**src/hdl/irr_pkg.sv**
```systemverilog
`default_nettype none
package irr_pkg;

  localparam int HEADER_WORDS_DEF  = 11;
  localparam int TABLE_ENTRIES_DEF = 2;
  localparam int WORD_BYTES        = 8;
  localparam int QUEUE_DEPTH       = 2;
  localparam int NB_W              = 4;
  localparam int COUNT_W           = 31;
  localparam int CMP_W             = 8;

  localparam logic [COUNT_W-1:0] COUNT_MAX = {COUNT_W{1'b1}};

  localparam logic [1:0] MODE_DECIDING = 2'd0;
  localparam logic [1:0] MODE_REPLY    = 2'd1;
  localparam logic [1:0] MODE_PASS     = 2'd2;

  localparam logic [7:0] PROTO_ICMP     = 8'd1;
  localparam logic [7:0] ICMP_ECHO_REQ  = 8'd8;
  localparam logic [7:0] ICMP_ECHO_REP  = 8'd0;
  localparam logic [7:0] TTL_RESET      = 8'd125;
  localparam logic [6:0] ETH_HDR_BYTES  = 7'd14;
  localparam logic [6:0] ICMP_HDR_BYTES = 7'd8;
  localparam logic [CMP_W-1:0] MIN_FRAME_BYTES = 8'd34;
  localparam logic [CMP_W-1:0] IHL_BYTE_SEEN   = 8'd15;

  typedef struct packed {
    logic [63:0]     word;
    logic [NB_W-1:0] nb;
    logic            last;
  } q_item_t;

endpackage
`default_nettype wire

```
**src/hdl/icmp_echo_reply_rewriter_unit.sv**
```systemverilog
// ICMP echo reply rewriter.
// in_*  : frame words (tdata = word[63:0], byte count[67:64]; tlast ends frame).
// cfg_* : write of reply_ttl (cfg_data), always ready; write only while idle.
// out_* : words (tdata = word[63:0], byte count[67:64], source count[98:68];
//         tuser = 1 for an echo reply; tlast ends frame).
// Header words are held until the frame can be classified (at most
// HEADER_WORDS words). Each held word is popped from the queue, then checked;
// a qualifying frame then passes through the rewrite sequencer
// (MAC swap, source table, IP checksum, ICMP type, ICMP checksum), and the
// held words leave one per cycle while out_tready is high. Words after the
// decision are registered in the 2-entry input queue and then in the output
// register, and stream at one word per cycle while out_tready is high.
// Reset clears the source table, the frame state and sets reply_ttl to 125.
// When the receiver stalls, the output register holds, the queue fills and
// in_tready drops; no item is lost.
`default_nettype none
module icmp_echo_reply_rewriter_unit #(
  parameter int HEADER_WORDS  = irr_pkg::HEADER_WORDS_DEF,
  parameter int TABLE_ENTRIES = irr_pkg::TABLE_ENTRIES_DEF
) (
  input  wire logic         clk,
  input  wire logic         rst_n,
  input  wire logic         in_tvalid,
  output logic              in_tready,
  input  wire logic [71:0]  in_tdata,   // in_word, in_bytes, zero pad
  input  wire logic         in_tlast,
  output logic              out_tvalid,
  input  wire logic         out_tready,
  output logic [103:0]      out_tdata,  // out_word, out_bytes, source_count, zero pad
  output logic              out_tlast,
  output logic [0:0]        out_tuser,  // verdict
  input  wire logic         cfg_valid,
  output logic              cfg_ready,
  input  wire logic [7:0]   cfg_data    // reply_ttl
);
  import irr_pkg::*;

  logic [7:0] ttl_r;
  logic       q_valid, q_pop;
  q_item_t    q_item;

  assign cfg_ready = 1'b1;

  always_ff @(posedge clk) begin
    if (!rst_n) begin
      ttl_r <= TTL_RESET;
    end else if (cfg_valid) begin
      ttl_r <= cfg_data;
    end
  end

  irr_front u_front (
    .clk       (clk),
    .rst_n     (rst_n),
    .in_tvalid (in_tvalid),
    .in_tready (in_tready),
    .in_tdata  (in_tdata),
    .in_tlast  (in_tlast),
    .q_valid   (q_valid),
    .q_item    (q_item),
    .q_pop     (q_pop)
  );

  irr_back #(
    .HEADER_WORDS  (HEADER_WORDS),
    .TABLE_ENTRIES (TABLE_ENTRIES)
  ) u_back (
    .clk        (clk),
    .rst_n      (rst_n),
    .q_valid    (q_valid),
    .q_item     (q_item),
    .q_pop      (q_pop),
    .reply_ttl  (ttl_r),
    .out_tvalid (out_tvalid),
    .out_tready (out_tready),
    .out_tdata  (out_tdata),
    .out_tlast  (out_tlast),
    .out_tuser  (out_tuser)
  );

endmodule
`default_nettype wire

```
**src/hdl/irr_front.sv**
```systemverilog
`default_nettype none
module irr_front (
  input  wire logic            clk,
  input  wire logic            rst_n,
  input  wire logic            in_tvalid,
  output logic                 in_tready,
  input  wire logic [71:0]     in_tdata,
  input  wire logic            in_tlast,
  output logic                 q_valid,
  output irr_pkg::q_item_t     q_item,
  input  wire logic            q_pop
);
  import irr_pkg::*;

  localparam int PTR_W = (QUEUE_DEPTH > 1) ? $clog2(QUEUE_DEPTH) : 1;
  localparam int CNT_W = $clog2(QUEUE_DEPTH + 1);

  q_item_t            mem_r [QUEUE_DEPTH];
  logic [PTR_W-1:0]   wr_r, wr_nxt, rd_r, rd_nxt;
  logic [CNT_W-1:0]   cnt_r, cnt_nxt;
  logic               push, pop;
  logic [NB_W-1:0]    nb_raw;
  q_item_t            cls;

  // byte count is honored on the last word only; 0 or above 8 means full word
  always_comb begin
    nb_raw    = in_tdata[67:64];
    cls.word  = in_tdata[63:0];
    cls.last  = in_tlast;
    cls.nb    = nb_raw;
    if (!in_tlast || nb_raw == '0 || nb_raw > NB_W'(WORD_BYTES)) begin
      cls.nb = NB_W'(WORD_BYTES);
    end
  end

  assign in_tready = (cnt_r != CNT_W'(QUEUE_DEPTH));
  assign push      = in_tvalid && in_tready;
  assign q_valid   = (cnt_r != '0);
  assign pop       = q_pop && q_valid;
  assign q_item    = mem_r[rd_r];

  always_comb begin
    wr_nxt  = wr_r;
    rd_nxt  = rd_r;
    cnt_nxt = cnt_r;
    if (push) begin
      wr_nxt = (wr_r == PTR_W'(QUEUE_DEPTH - 1)) ? '0 : wr_r + 1'b1;
    end
    if (pop) begin
      rd_nxt = (rd_r == PTR_W'(QUEUE_DEPTH - 1)) ? '0 : rd_r + 1'b1;
    end
    if (push && !pop) begin
      cnt_nxt = cnt_r + 1'b1;
    end else if (pop && !push) begin
      cnt_nxt = cnt_r - 1'b1;
    end
  end

  always_ff @(posedge clk) begin
    if (!rst_n) begin
      wr_r  <= '0;
      rd_r  <= '0;
      cnt_r <= '0;
    end else begin
      wr_r  <= wr_nxt;
      rd_r  <= rd_nxt;
      cnt_r <= cnt_nxt;
    end
  end

  always_ff @(posedge clk) begin
    if (push) begin
      mem_r[wr_r] <= cls;
    end
  end

endmodule
`default_nettype wire

```
**src/hdl/irr_back.sv**
```systemverilog
`default_nettype none
module irr_back #(
  parameter int HEADER_WORDS  = irr_pkg::HEADER_WORDS_DEF,
  parameter int TABLE_ENTRIES = irr_pkg::TABLE_ENTRIES_DEF
) (
  input  wire logic            clk,
  input  wire logic            rst_n,
  input  wire logic            q_valid,
  input  wire irr_pkg::q_item_t q_item,
  output logic                 q_pop,
  input  wire logic [7:0]      reply_ttl,
  output logic                 out_tvalid,
  input  wire logic            out_tready,
  output logic [103:0]         out_tdata,
  output logic                 out_tlast,
  output logic [0:0]           out_tuser
);
  import irr_pkg::*;

  localparam int IDX_W  = $clog2(HEADER_WORDS);
  localparam int FILL_W = $clog2(HEADER_WORDS + 1);
  localparam int BP_W   = $clog2(HEADER_WORDS * WORD_BYTES + 1);
  localparam int TE_W   = (TABLE_ENTRIES > 1) ? $clog2(TABLE_ENTRIES) : 1;

  localparam logic [2:0] ST_COLLECT = 3'd0;
  localparam logic [2:0] ST_CHECK   = 3'd1;
  localparam logic [2:0] ST_MAC     = 3'd2;
  localparam logic [2:0] ST_TABLE   = 3'd3;
  localparam logic [2:0] ST_IPSUM   = 3'd4;
  localparam logic [2:0] ST_ICMP_A  = 3'd5;
  localparam logic [2:0] ST_ICMP_B  = 3'd6;
  localparam logic [2:0] ST_FLUSH   = 3'd7;

  localparam logic [20:0] IP_ONES   = 21'(9 * 32'hffff);
  localparam logic [20:0] ICMP_ONES = 21'(3 * 32'hffff);

  function automatic logic [7:0] get_byte(input logic [63:0] w, input logic [2:0] b);
    return w[{3'd7 - b, 3'b000} +: 8];
  endfunction

  function automatic logic [63:0] set_byte(input logic [63:0] w, input logic [2:0] b,
                                           input logic [7:0] v);
    logic [63:0] r;
    r = w;
    r[{3'd7 - b, 3'b000} +: 8] = v;
    return r;
  endfunction

  function automatic logic [15:0] get16(input logic [63:0] w, input logic [1:0] s);
    return w[{2'd3 - s, 4'b0000} +: 16];
  endfunction

  function automatic logic [63:0] set16(input logic [63:0] w, input logic [1:0] s,
                                        input logic [15:0] v);
    logic [63:0] r;
    r = w;
    r[{2'd3 - s, 4'b0000} +: 16] = v;
    return r;
  endfunction

  function automatic logic [15:0] fold_csum(input logic [20:0] s);
    logic [16:0] s1;
    logic [15:0] s2;
    s1 = 17'(s[20:16]) + 17'(s[15:0]);
    s2 = s1[15:0] + 16'(s1[16]);
    return ~s2;
  endfunction

  logic [63:0]        store_r [HEADER_WORDS];
  logic [2:0]         state_r, state_nxt;
  logic [1:0]         mode_r;
  logic [FILL_W-1:0]  fill_r, k_r;
  logic [BP_W-1:0]    bp_r;
  logic               last_seen_r;
  logic [NB_W-1:0]    nb_dec_r;
  logic [6:0]         off_r;
  logic [15:0]        icmp_a_r;
  logic [31:0]        key_r;
  logic [TABLE_ENTRIES-1:0] match_r;
  logic [31:0]        keys_r   [TABLE_ENTRIES];
  logic [COUNT_W-1:0] counts_r [TABLE_ENTRIES];
  logic [TABLE_ENTRIES-1:0] valid_r;
  logic [COUNT_W-1:0] fc_r;

  logic               out_valid_r, out_last_r, out_verdict_r;
  logic [63:0]        out_word_r;
  logic [NB_W-1:0]    out_nb_r;
  logic [COUNT_W-1:0] out_count_r;

  logic               ld_ok, pop_dec, pop_str;
  logic [3:0]         ihl;
  logic [6:0]         off_c, off_end, off2;
  logic [CMP_W-1:0]   bp8, need;
  logic               decide, ok;
  logic               fin;
  logic               hit, any_free;
  logic [TE_W-1:0]    hidx, fidx;
  logic [15:0]        ip_old22, ip_new22, ip_csum, icmp_c, icmp_csum;
  logic [63:0]        w_off, w_off2;

  assign ld_ok   = !out_valid_r || out_tready;
  assign pop_dec = (state_r == ST_COLLECT) && q_valid && (mode_r == MODE_DECIDING);
  assign pop_str = (state_r == ST_COLLECT) && q_valid && (mode_r != MODE_DECIDING) && ld_ok;
  assign q_pop   = pop_dec || pop_str;

  always_comb begin
    ihl     = store_r[1][11:8];
    off_c   = ETH_HDR_BYTES + {1'b0, ihl, 2'b00};
    off_end = off_c + ICMP_HDR_BYTES;
    bp8     = CMP_W'(bp_r);
    need    = MIN_FRAME_BYTES;
    if (bp8 >= IHL_BYTE_SEEN && CMP_W'(off_end) > MIN_FRAME_BYTES) begin
      need = CMP_W'(off_end);
    end
    decide = (bp8 >= need) || last_seen_r || (fill_r == FILL_W'(HEADER_WORDS));
    ok = (bp8 >= MIN_FRAME_BYTES) && (store_r[2][7:0] == PROTO_ICMP) &&
         (bp8 >= CMP_W'(off_end)) &&
         (get_byte(store_r[IDX_W'(off_c[6:3])], off_c[2:0]) == ICMP_ECHO_REQ);
  end

  assign off2   = off_r + 7'd2;
  assign w_off  = store_r[IDX_W'(off_r[6:3])];
  assign w_off2 = store_r[IDX_W'(off2[6:3])];
  assign fin    = (k_r + 1'b1 == fill_r);

  // IP header: checksum updated incrementally for the TTL/protocol word
  always_comb begin
    ip_old22  = store_r[2][15:0];
    ip_new22  = {reply_ttl, store_r[2][7:0]};
    ip_csum   = fold_csum({5'b0, ~store_r[3][63:48]} + {5'b0, ~ip_old22} +
                          21'(ip_new22) + IP_ONES);
    icmp_c    = get16(w_off2, off2[2:1]);
    icmp_csum = fold_csum({5'b0, ~icmp_c} + {5'b0, ~icmp_a_r} +
                          21'({8'h00, icmp_a_r[7:0]}) + ICMP_ONES);
  end

  always_comb begin
    hit      = |match_r;
    any_free = ~&valid_r;
    hidx     = '0;
    fidx     = '0;
    for (int i = TABLE_ENTRIES - 1; i >= 0; i--) begin
      if (match_r[i]) hidx = TE_W'(i);
      if (!valid_r[i]) fidx = TE_W'(i);
    end
  end

  always_comb begin
    state_nxt = state_r;
    case (state_r)
      ST_COLLECT: if (pop_dec) state_nxt = ST_CHECK;
      ST_CHECK: begin
        if (!decide) state_nxt = ST_COLLECT;
        else if (ok) state_nxt = ST_MAC;
        else state_nxt = ST_FLUSH;
      end
      ST_MAC:    state_nxt = ST_TABLE;
      ST_TABLE:  state_nxt = ST_IPSUM;
      ST_IPSUM:  state_nxt = ST_ICMP_A;
      ST_ICMP_A: state_nxt = ST_ICMP_B;
      ST_ICMP_B: state_nxt = ST_FLUSH;
      ST_FLUSH:  if (ld_ok && fin) state_nxt = ST_COLLECT;
      default:   state_nxt = ST_COLLECT;
    endcase
  end

  always_ff @(posedge clk) begin
    if (!rst_n) begin
      state_r     <= ST_COLLECT;
      mode_r      <= MODE_DECIDING;
      fill_r      <= '0;
      bp_r        <= '0;
      k_r         <= '0;
      last_seen_r <= 1'b0;
      fc_r        <= '0;
      out_valid_r <= 1'b0;
    end else begin
      state_r <= state_nxt;
      if (pop_str || (state_r == ST_FLUSH && ld_ok)) out_valid_r <= 1'b1;
      else if (out_tready) out_valid_r <= 1'b0;
      case (state_r)
        ST_COLLECT: begin
          if (pop_dec) begin
            fill_r      <= fill_r + 1'b1;
            bp_r        <= bp_r + BP_W'(q_item.nb);
            last_seen_r <= q_item.last;
          end
          if (pop_str) begin
            if (q_item.last) begin
              mode_r <= MODE_DECIDING;
              fc_r   <= '0;
            end
          end
        end
        ST_CHECK: begin
          k_r  <= '0;
          fc_r <= '0;
          if (decide) mode_r <= ok ? MODE_REPLY : MODE_PASS;
        end
        ST_TABLE: begin
          if (hit) fc_r <= (counts_r[hidx] < COUNT_MAX) ? counts_r[hidx] + 1'b1 : counts_r[hidx];
          else if (any_free) fc_r <= COUNT_W'(1);
          else fc_r <= '0;
        end
        ST_FLUSH: begin
          if (ld_ok) begin
            k_r <= k_r + 1'b1;
            if (fin) begin
              fill_r      <= '0;
              bp_r        <= '0;
              last_seen_r <= 1'b0;
              if (last_seen_r) mode_r <= MODE_DECIDING;
            end
          end
        end
        default: ;
      endcase
      if (state_r == ST_FLUSH && ld_ok && fin && last_seen_r) fc_r <= '0;
    end
  end

  // output payload and working registers
  always_ff @(posedge clk) begin
    if (pop_str) begin
      out_word_r    <= q_item.word;
      out_nb_r      <= q_item.nb;
      out_last_r    <= q_item.last;
      out_verdict_r <= (mode_r == MODE_REPLY);
      out_count_r   <= fc_r;
    end else if (state_r == ST_FLUSH && ld_ok) begin
      out_word_r    <= store_r[IDX_W'(k_r)];
      out_nb_r      <= fin ? nb_dec_r : NB_W'(WORD_BYTES);
      out_last_r    <= fin && last_seen_r;
      out_verdict_r <= (mode_r == MODE_REPLY);
      out_count_r   <= fc_r;
    end
    if (pop_dec) nb_dec_r <= q_item.nb;
    if (state_r == ST_CHECK) off_r <= off_c;
    if (state_r == ST_ICMP_A) icmp_a_r <= get16(w_off, off_r[2:1]);
    if (state_r == ST_MAC) begin
      key_r <= store_r[3][47:16];
      for (int i = 0; i < TABLE_ENTRIES; i++) begin
        match_r[i] <= valid_r[i] && (keys_r[i] == store_r[3][47:16]);
      end
    end
  end

  always_ff @(posedge clk) begin
    case (state_r)
      ST_COLLECT: if (pop_dec) store_r[IDX_W'(fill_r)] <= q_item.word;
      ST_MAC: begin
        store_r[0] <= {store_r[0][15:0], store_r[1][63:32], store_r[0][63:48]};
        store_r[1] <= {store_r[0][47:16], store_r[1][31:0]};
      end
      ST_TABLE: begin
        store_r[3] <= {store_r[3][63:48], store_r[3][15:0], store_r[4][63:48],
                       store_r[3][47:32]};
        store_r[4] <= {store_r[3][31:16], store_r[4][47:0]};
      end
      ST_IPSUM: begin
        store_r[2] <= {store_r[2][63:16], reply_ttl, store_r[2][7:0]};
        store_r[3] <= {ip_csum, store_r[3][47:0]};
      end
      ST_ICMP_A: store_r[IDX_W'(off_r[6:3])] <= set_byte(w_off, off_r[2:0], ICMP_ECHO_REP);
      ST_ICMP_B: store_r[IDX_W'(off2[6:3])] <= set16(w_off2, off2[2:1], icmp_csum);
      default: ;
    endcase
  end

  always_ff @(posedge clk) begin
    if (!rst_n) begin
      valid_r <= '0;
      for (int i = 0; i < TABLE_ENTRIES; i++) counts_r[i] <= '0;
    end else if (state_r == ST_TABLE) begin
      if (hit) begin
        if (counts_r[hidx] < COUNT_MAX) counts_r[hidx] <= counts_r[hidx] + 1'b1;
      end else if (any_free) begin
        valid_r[fidx]  <= 1'b1;
        counts_r[fidx] <= COUNT_W'(1);
      end
    end
  end

  always_ff @(posedge clk) begin
    if (state_r == ST_TABLE && !hit && any_free) keys_r[fidx] <= key_r;
  end

  assign out_tvalid = out_valid_r;
  assign out_tdata  = {5'b0, out_count_r, out_nb_r, out_word_r};
  assign out_tlast  = out_last_r;
  assign out_tuser  = out_verdict_r;

`ifndef SYNTHESIS
  a_fill_bound: assert property (@(posedge clk) disable iff (!rst_n)
    fill_r <= FILL_W'(HEADER_WORDS)) else $error("header fill overrun");
  a_flush_mode: assert property (@(posedge clk) disable iff (!rst_n)
    (state_r == ST_FLUSH) |-> (mode_r != MODE_DECIDING)) else $error("flush while deciding");
  a_pass_count: assert property (@(posedge clk) disable iff (!rst_n)
    (out_valid_r && !out_verdict_r) |-> (out_count_r == '0)) else $error("count on pass");
  a_rewrite_mode: assert property (@(posedge clk) disable iff (!rst_n)
    (state_r == ST_MAC) |=> (mode_r == MODE_REPLY)) else $error("rewrite not reply");
`endif

endmodule
`default_nettype wire
```
**config.mk**
```make
export PLATFORM = sky130hd
export DESIGN_NAME = icmp_echo_reply_rewriter_unit
export DESIGN_NICKNAME = d
export VERILOG_FILES = /design/src/hdl/irr_pkg.sv /design/src/hdl/icmp_echo_reply_rewriter_unit.sv /design/src/hdl/irr_front.sv /design/src/hdl/irr_back.sv
export SDC_FILE = /design/constraint.sdc
export NUM_CORES = 2
export LEC_CHECK = 0
export BUFFER_PORTS_ARGS = -buffer_cell sky130_fd_sc_hd__buf_4
export CAP_MARGIN = 20
export CORE_MARGIN = 2
export CORE_UTILIZATION = 35
export DETAILED_ROUTE_END_ITERATION = 7
export GPL_TIMING_DRIVEN = 0
export HOLD_SLACK_MARGIN = 0.15
export REMOVE_ABC_BUFFERS = 1
export SETUP_SLACK_MARGIN = 0.3
export SLEW_MARGIN = 5
export SYNTH_ARGS = -nofsm -noshare
export SYNTH_HDL_FRONTEND = slang
export SYNTH_SLANG_ARGS = --single-unit
```
**constraint.sdc**
```tcl
create_clock -name clk -period 12.05 [get_ports clk]
set_input_delay 1.205 -clock clk [delete_from_list [all_inputs] [get_ports clk]]
set_output_delay 1.205 -clock clk [all_outputs]
set_load 0.01 [all_outputs]
```
Yosys cells after proc, flatten, opt, wreduce, memory -nomap -nowiden
Memories as Yosys holds them, arrays and structs flattened. A register that Yosys moved wholly into a read port is not among the register bits. Index checks and enable logic that the tools add are counted.

Bits in registers: 229. RAM bits: 968. Output and inout bits: 109. Memories kept: 4.

Memory list: u_back.store_r (depth 11, bits a word 64, rd ports 9, clocked after Yosys merged registers in 2, wr ports 2, RTL line irr_back.sv:69) `logic [63:0] store_r [HEADER_WORDS];`; u_front.mem_r (depth 2, bits a word 69, rd ports 1, clocked after Yosys merged registers in 1, wr ports 1, RTL line irr_front.sv:18) `q_item_t mem_r [QUEUE_DEPTH];`; u_back.keys_r (depth 2, bits a word 32, rd ports 2, clocked after Yosys merged registers in 0, wr ports 1, RTL line irr_back.sv:80) `logic [31:0] keys_r [TABLE_ENTRIES];`; u_back.counts_r (depth 2, bits a word 31, rd ports 1, clocked after Yosys merged registers in 0, wr ports 2, RTL line irr_back.sv:81) `logic [COUNT_W-1:0] counts_r [TABLE_ENTRIES];`.

Add/sub/neg operators: 27. $lt $le $gt $ge: 9. Equality and inequality tests: 23. Shift operators: 7. Multiplexer cells: 118. Bitwise logic cells: 11. Reduce and logical (&&, ||, !) cells: 64.

Operators by type and width (number): $mux 64 (9); $reduce_or 64->1 (6); $mux 31 (8); $bwmux 64 (2); $shiftx 64x7->16 (2); $not 16->16 (6); $pmux 31 s3 (1); $mux 4 (17); $eq 32x32->1 (2); $shift 16x8->64 const A (1); $shift 8x8->64 const A (1); $shiftx 16x8->64 (1); $shiftx 64x7->8 (1); $shiftx 8x8->64 const A (1); $reduce_or 31->1 (2); $mux 1 (57); $add 16x16->17 (2); $add 5x16->17 (2); $add 16x1->16 (2); $add 31x1->31 const B (1); $lt 31x31->1 const B (1); $mux 7 (4); $pmux 3 s8 (1); $logic_and 1x1->1 (22); other kinds (54) (107).

Logic depth before layout (Yosys ltp)
Depth after elaboration: 13. Gate-level depth with buffers: 46. Depth with buffers taken out: 41.

Modules after synthesis
A second synthesis with hierarchy kept.

Cells, all modules: 5452. Area total of the unflattened synthesis: 83586.4 um^2.

Modules (own cells, without submodules): irr_back (times used 1, cells each 5181, area an instance 77996.1 um^2); irr_front (times used 1, cells each 244, area an instance 5292.6 um^2); icmp_echo_reply_rewriter_unit (times used 1, cells each 27, area an instance 297.8 um^2).

Worst setup path before layout
Ideal clock, no wire load.

Path kind: flip-flop to flip-flop. Start: register u_back.off_r[2]. End: memory u_back.store_r[0][31], data pin. Setup time: 0.260 ns. Data arrival time: 10.121 ns. Required time: 11.790 ns. Setup slack: 1.669 ns. Cell stages (with the launch flop): 44. Path buffers: 5. Period minus slack after synthesis: 10.381 ns. Path through: edfxtp_1 > ha_1 > clkbuf_1 > clkbuf_1 > buf_1 > mux4_2 > mux4_2 > mux2i_1 > ha_1 > a211oi_1 > o21ai_0 > a31oi_1 > nor2b_1 > o21a_1 > o31a_1 > ha_1 > clkbuf_1 > nor3_1 > (+8 left out) > xnor2_1 > ha_1 > fa_1 > a21oi_1 > nor2_1 > nand3_1 > buf_2 > or4_4 > nor3b_1 > ha_1 > and3_1 > nand4_1 > a211oi_2 > a41oi_2 > or3_1 > a31oi_1 > o221ai_2 > mux2_2.

RTL lines: from (decl) (RTL line irr_back.sv:76) `logic [6:0] off_r;`; from (signal assigned) (RTL line irr_back.sv:238) `if (state_r == ST_CHECK) off_r <= off_c;`; to (decl) (RTL line irr_back.sv:69).

==> flow_metrics.py <==
metrics = {
    "status": {
        "status": "complete, no violations",
    },
    "grt": {
        "grt_max_degree": 74,
        "grtUsageTotal": 0.221,
        "grt.overflow.total": 0,
        "antenna_found_initial": 9,
        "grt_pass1_wl_um": 391000,
        "grt_pass1_vias": 54213,
        "met3_usage": 0.0519,
        "use_met2": 0.351,
        "grtUsageMet1": 0.289,
        "top_usage_layer": "met2",
    },
    "clock_tree": {
        "cts_root_buf": "clkbuf_16",
        "clk_pin_slew_ns": 0.06,
        "h-tree-depth": 4,
        "cts_num_sinks": 1524,
        "cts_tree": "yes",
        "cts.hold.buffers_added": 0,
        "cts_made_buffers": 169,
        "insertion_delay_ns": 0.86,
        "clockBufferDepth": 3,
    },
    "setup_path": {
        "cp.required_ns": 12.63,
        "reg2reg_from": "u_back.off_r[2]$_DFFE_PP_",
        "endpoint_kind": "register",
        "start_kind": "register",
        "critPathMaxStageDelay_ns": 0.61,
        "path_class": "register to register",
        "crit_slowest_cell": "or4_4",
        "crit_arrival_ns": 11.75,
        "r2r_slack_ns": 0.89,
        "r2r_cells": 44,
        "critPathMaxFanout": 24,
        "r2r-end": "u_back.store_r[0][28]$_DFFE_PP_",
    },
    "power_and_ir_drop": {
        "p_per_area_nw_per_um2": 267,
        "p_total_mw": 26.0,
        "peakVddDrop_uv": 542,
        "p_leak_nw": 31.8,
    },
    "sta": {
        "tightestPinTransition_ns": 1.20,
        "drv_slew": 0,
        "setup_tns_ns": 0,
        "finalCriticalPeriod_ns": 11.16,
        "max_freq_mhz": 89.6,
        "hold_viol": 0,
        "rsz0062_at_grt": "false",
        "setup_violations": 0,
        "hold_ws_ns": 0.429,
        "max_slew_margin": 0.200,
        "skew_ns": 0.0458,
        "period_share": 0.926,
    },
    "route": {
        "first_pass_iters": 6,
        "drcViolationCount": 0,
        "drt_iter0_markers": 7215,
        "wl_um": 273000,
        "antenna_violating_nets_post_route": 0,
        "via_count": 54802,
        "via_per_inst": 6.16,
        "wire_per_inst_um": 30.7,
    },
    "logic_synthesis": {
        "synthArstFlopShare": 0,
        "synth_seq_cells": 1524,
        "synth_top_area_frac": 0.520,
        "yosys-mux-area-fraction": 0.280,
        "yosys-top-cells-area": "edfxtp_1 (52%), mux4_2 (26%), nand2_1 (2.0%)",
        "synthAdderAreaFrac": 0.0197,
        "synth-simple-area-share": 0.0563,
        "synth-compound-area-share": 0.0568,
        "synth_common_cells": "edfxtp_1 (1448), mux4_2 (963), nand2_1 (437)",
        "avgSynthCellArea_um2": 15.5,
        "synth_edf_count": 1448,
        "synthXorXnorAreaFrac": 0.0221,
        "syn-cell-area_um2": 83600,
        "synth_flop_cell": "edfxtp_1",
        "synth.most_common_cell": "edfxtp_1",
        "synthCells": 5397,
        "ys_types": 90,
        "post-synth-top-area-cell": "edfxtp_1",
        "synth_top_family_by_area": "multiplexers",
        "ys_seq_area_frac": 0.539,
        "yosysWarnings": 0,
    },
    "hold_path": {
        "whs_endpoint": "u_back.out_count_r[23]$_DFFE_PP_",
        "worstHoldPathType": "register to register",
        "hold_depth": 0,
        "worstHoldStart": "u_back.fc_r[23]$_SDFFE_PP0P_",
    },
    "layout": {
        "fin_util": 0.411,
        "fillCellCount": 21120,
        "multiInputGateArea_um2": 36900,
        "area.growth.synth_to_final_pct": 16.9,
        "num-nets-final": 5791,
        "layout-drive-gt1-share": 0.305,
        "seq_area_um2": 45000,
    },
    "floorplan": {
        "die_y_um": 493,
        "start_util": 0.352,
        "die_area_um2": 243000,
        "die_x_um": 493,
        "io_pins": 195,
        "num_rows": 179,
        "coreArea_um2": 238000,
    },
    "place": {
        "gp_congestion": 0.874,
        "port_buffers": 184,
        "hpwlAfterDp_um": 192000,
    },
    "flow_run": {
        "max_cap_violations": 0,
    },
}
-- critical path: cells and delay by family, from the launching register on --
| kind | cells | cell delay [ns] |
|---|---|---|
| AND/OR/NAND/NOR | 14 | 2.92 |
| AO/OA/AOI/OAI | 11 | 2.64 |
| adder cells (fa/ha/maj) | 6 | 1.60 |
| multiplexers | 4 | 1.45 |
| XOR/XNOR | 4 | 0.98 |
| buffers and inverters | 5 | 0.81 |
| flip-flops | 1 | 0.44 |
-- cell usage in the layout (no fill, tap or decap), drive strengths merged, types with 81 or more instances in the layout --
cell	n
clkbuf	221
xnor2	129
mux4	963
ha	119
buf	395
a21oi	213
edfxtp	1448
nor2	344
nand2	437
o21ai	258
mux2i	140
xor2	81
inv	200
-- power breakdown --
part | switching, mW | total [mW] | internal, mW
Combinational | 8.10 | 13.7 | 5.63
Clock | 2.22 | 5.08 | 2.86
Sequential | 0.491 | 7.22 | 6.73
-- worst max-delay path by stage --
stage,from,slack [ns],to,cells past startpoint
final,u_back.off_r[2]$_DFFE_PP_,0.89,u_back.store_r[0][28]$_DFFE_PP_,44
after global routing,u_back.off_r[3]$_DFFE_PP_,0.31,u_back.store_r[9][58]$_DFFE_PP_,44
after CTS,u_back.off_r[3]$_DFFE_PP_,0.27,u_back.store_r[13][58]$_DFFE_PP_,40
after detailed placement,u_back.off_r[2]$_DFFE_PP_,-1.57,u_back.store_r[9][59]$_DFFE_PP_,42
after global placement,u_back.off_r[2]$_DFFE_PP_,-25.48,u_back.store_r[10][58]$_DFFE_PP_,40
after floorplan,u_back.off_r[2]$_DFFE_PP_,-10.41,u_back.store_r[0][31]$_DFFE_PP_,40
-- state kept, by name, indices dropped and copies added (netlist names), 3 cells and up, named ones only --
name                cells
u_back.fc_r            31
u_back.out_word_r      64
u_back.state_r          3
u_back.keys_r          64
u_back.fill_r           4
u_back.counts_r        62
ttl_r                   8
u_back.nb_dec_r         4
u_back.out_nb_r         4
u_back.store_r       1024
u_back.key_r           32
u_back.k_r              4
u_back.bp_r             7
u_front.mem_r         138
u_back.icmp_a_r        16
u_back.out_count_r     31
u_back.off_r            5
-- kinds of logic after synthesis --
group / count (synthesis)
xor+xnor: 210
other cells: 2
fa+ha+maj: 128
simple gates: 1064
buf+inv: 580
compound gates: 761
flops: 1524
mux: 1128
-- metal layers --
| layer | routed length [µm] | vias up | share of wire |
|---|---|---|---|
| li1 | - | 22272 | - |
| met1 | 102000 | 28261 | 0.37 |
| met2 | 128000 | 3594 | 0.47 |
| met3 | 29400 | 669 | 0.11 |
| met4 | 13400 | 6 | 0.049 |
| met5 | 46 | - | 0.00017 |
-- timing repair --
action / CTS / global route
pin swaps: 4 / 7
setup buffers: 10 / 9
resized for setup: 20 / 17
endpoints found under the setup margin: 502 / 359
cloned: 0 / 3
-- per-stage QoR --
stage / setup WS, ns / area [µm²] / cells
after floorplan: -10.41 / 82100 / 5010
after global placement: -25.48 / 87400 / 8361
after detailed placement: -1.57 / 91800 / 8546
after CTS: 0.271 / 97400 / 8870
after global routing: 0.305 / 97700 / 8890
final: 0.887 / 97700 / 8891
-- cell type report --
type,count,area share
Antenna cell,2,0.0000512
Clock buffer,218,0.0467
Multi-Input combinational cell,3297,0.378
Sequential cell,1524,0.461
Inverter,189,0.00749
Timing Repair Buffer,398,0.0575
Tap cell,3167,0.0406
Clock inverter,96,0.00849
Note: power is estimated with default switching activity, not from simulation.
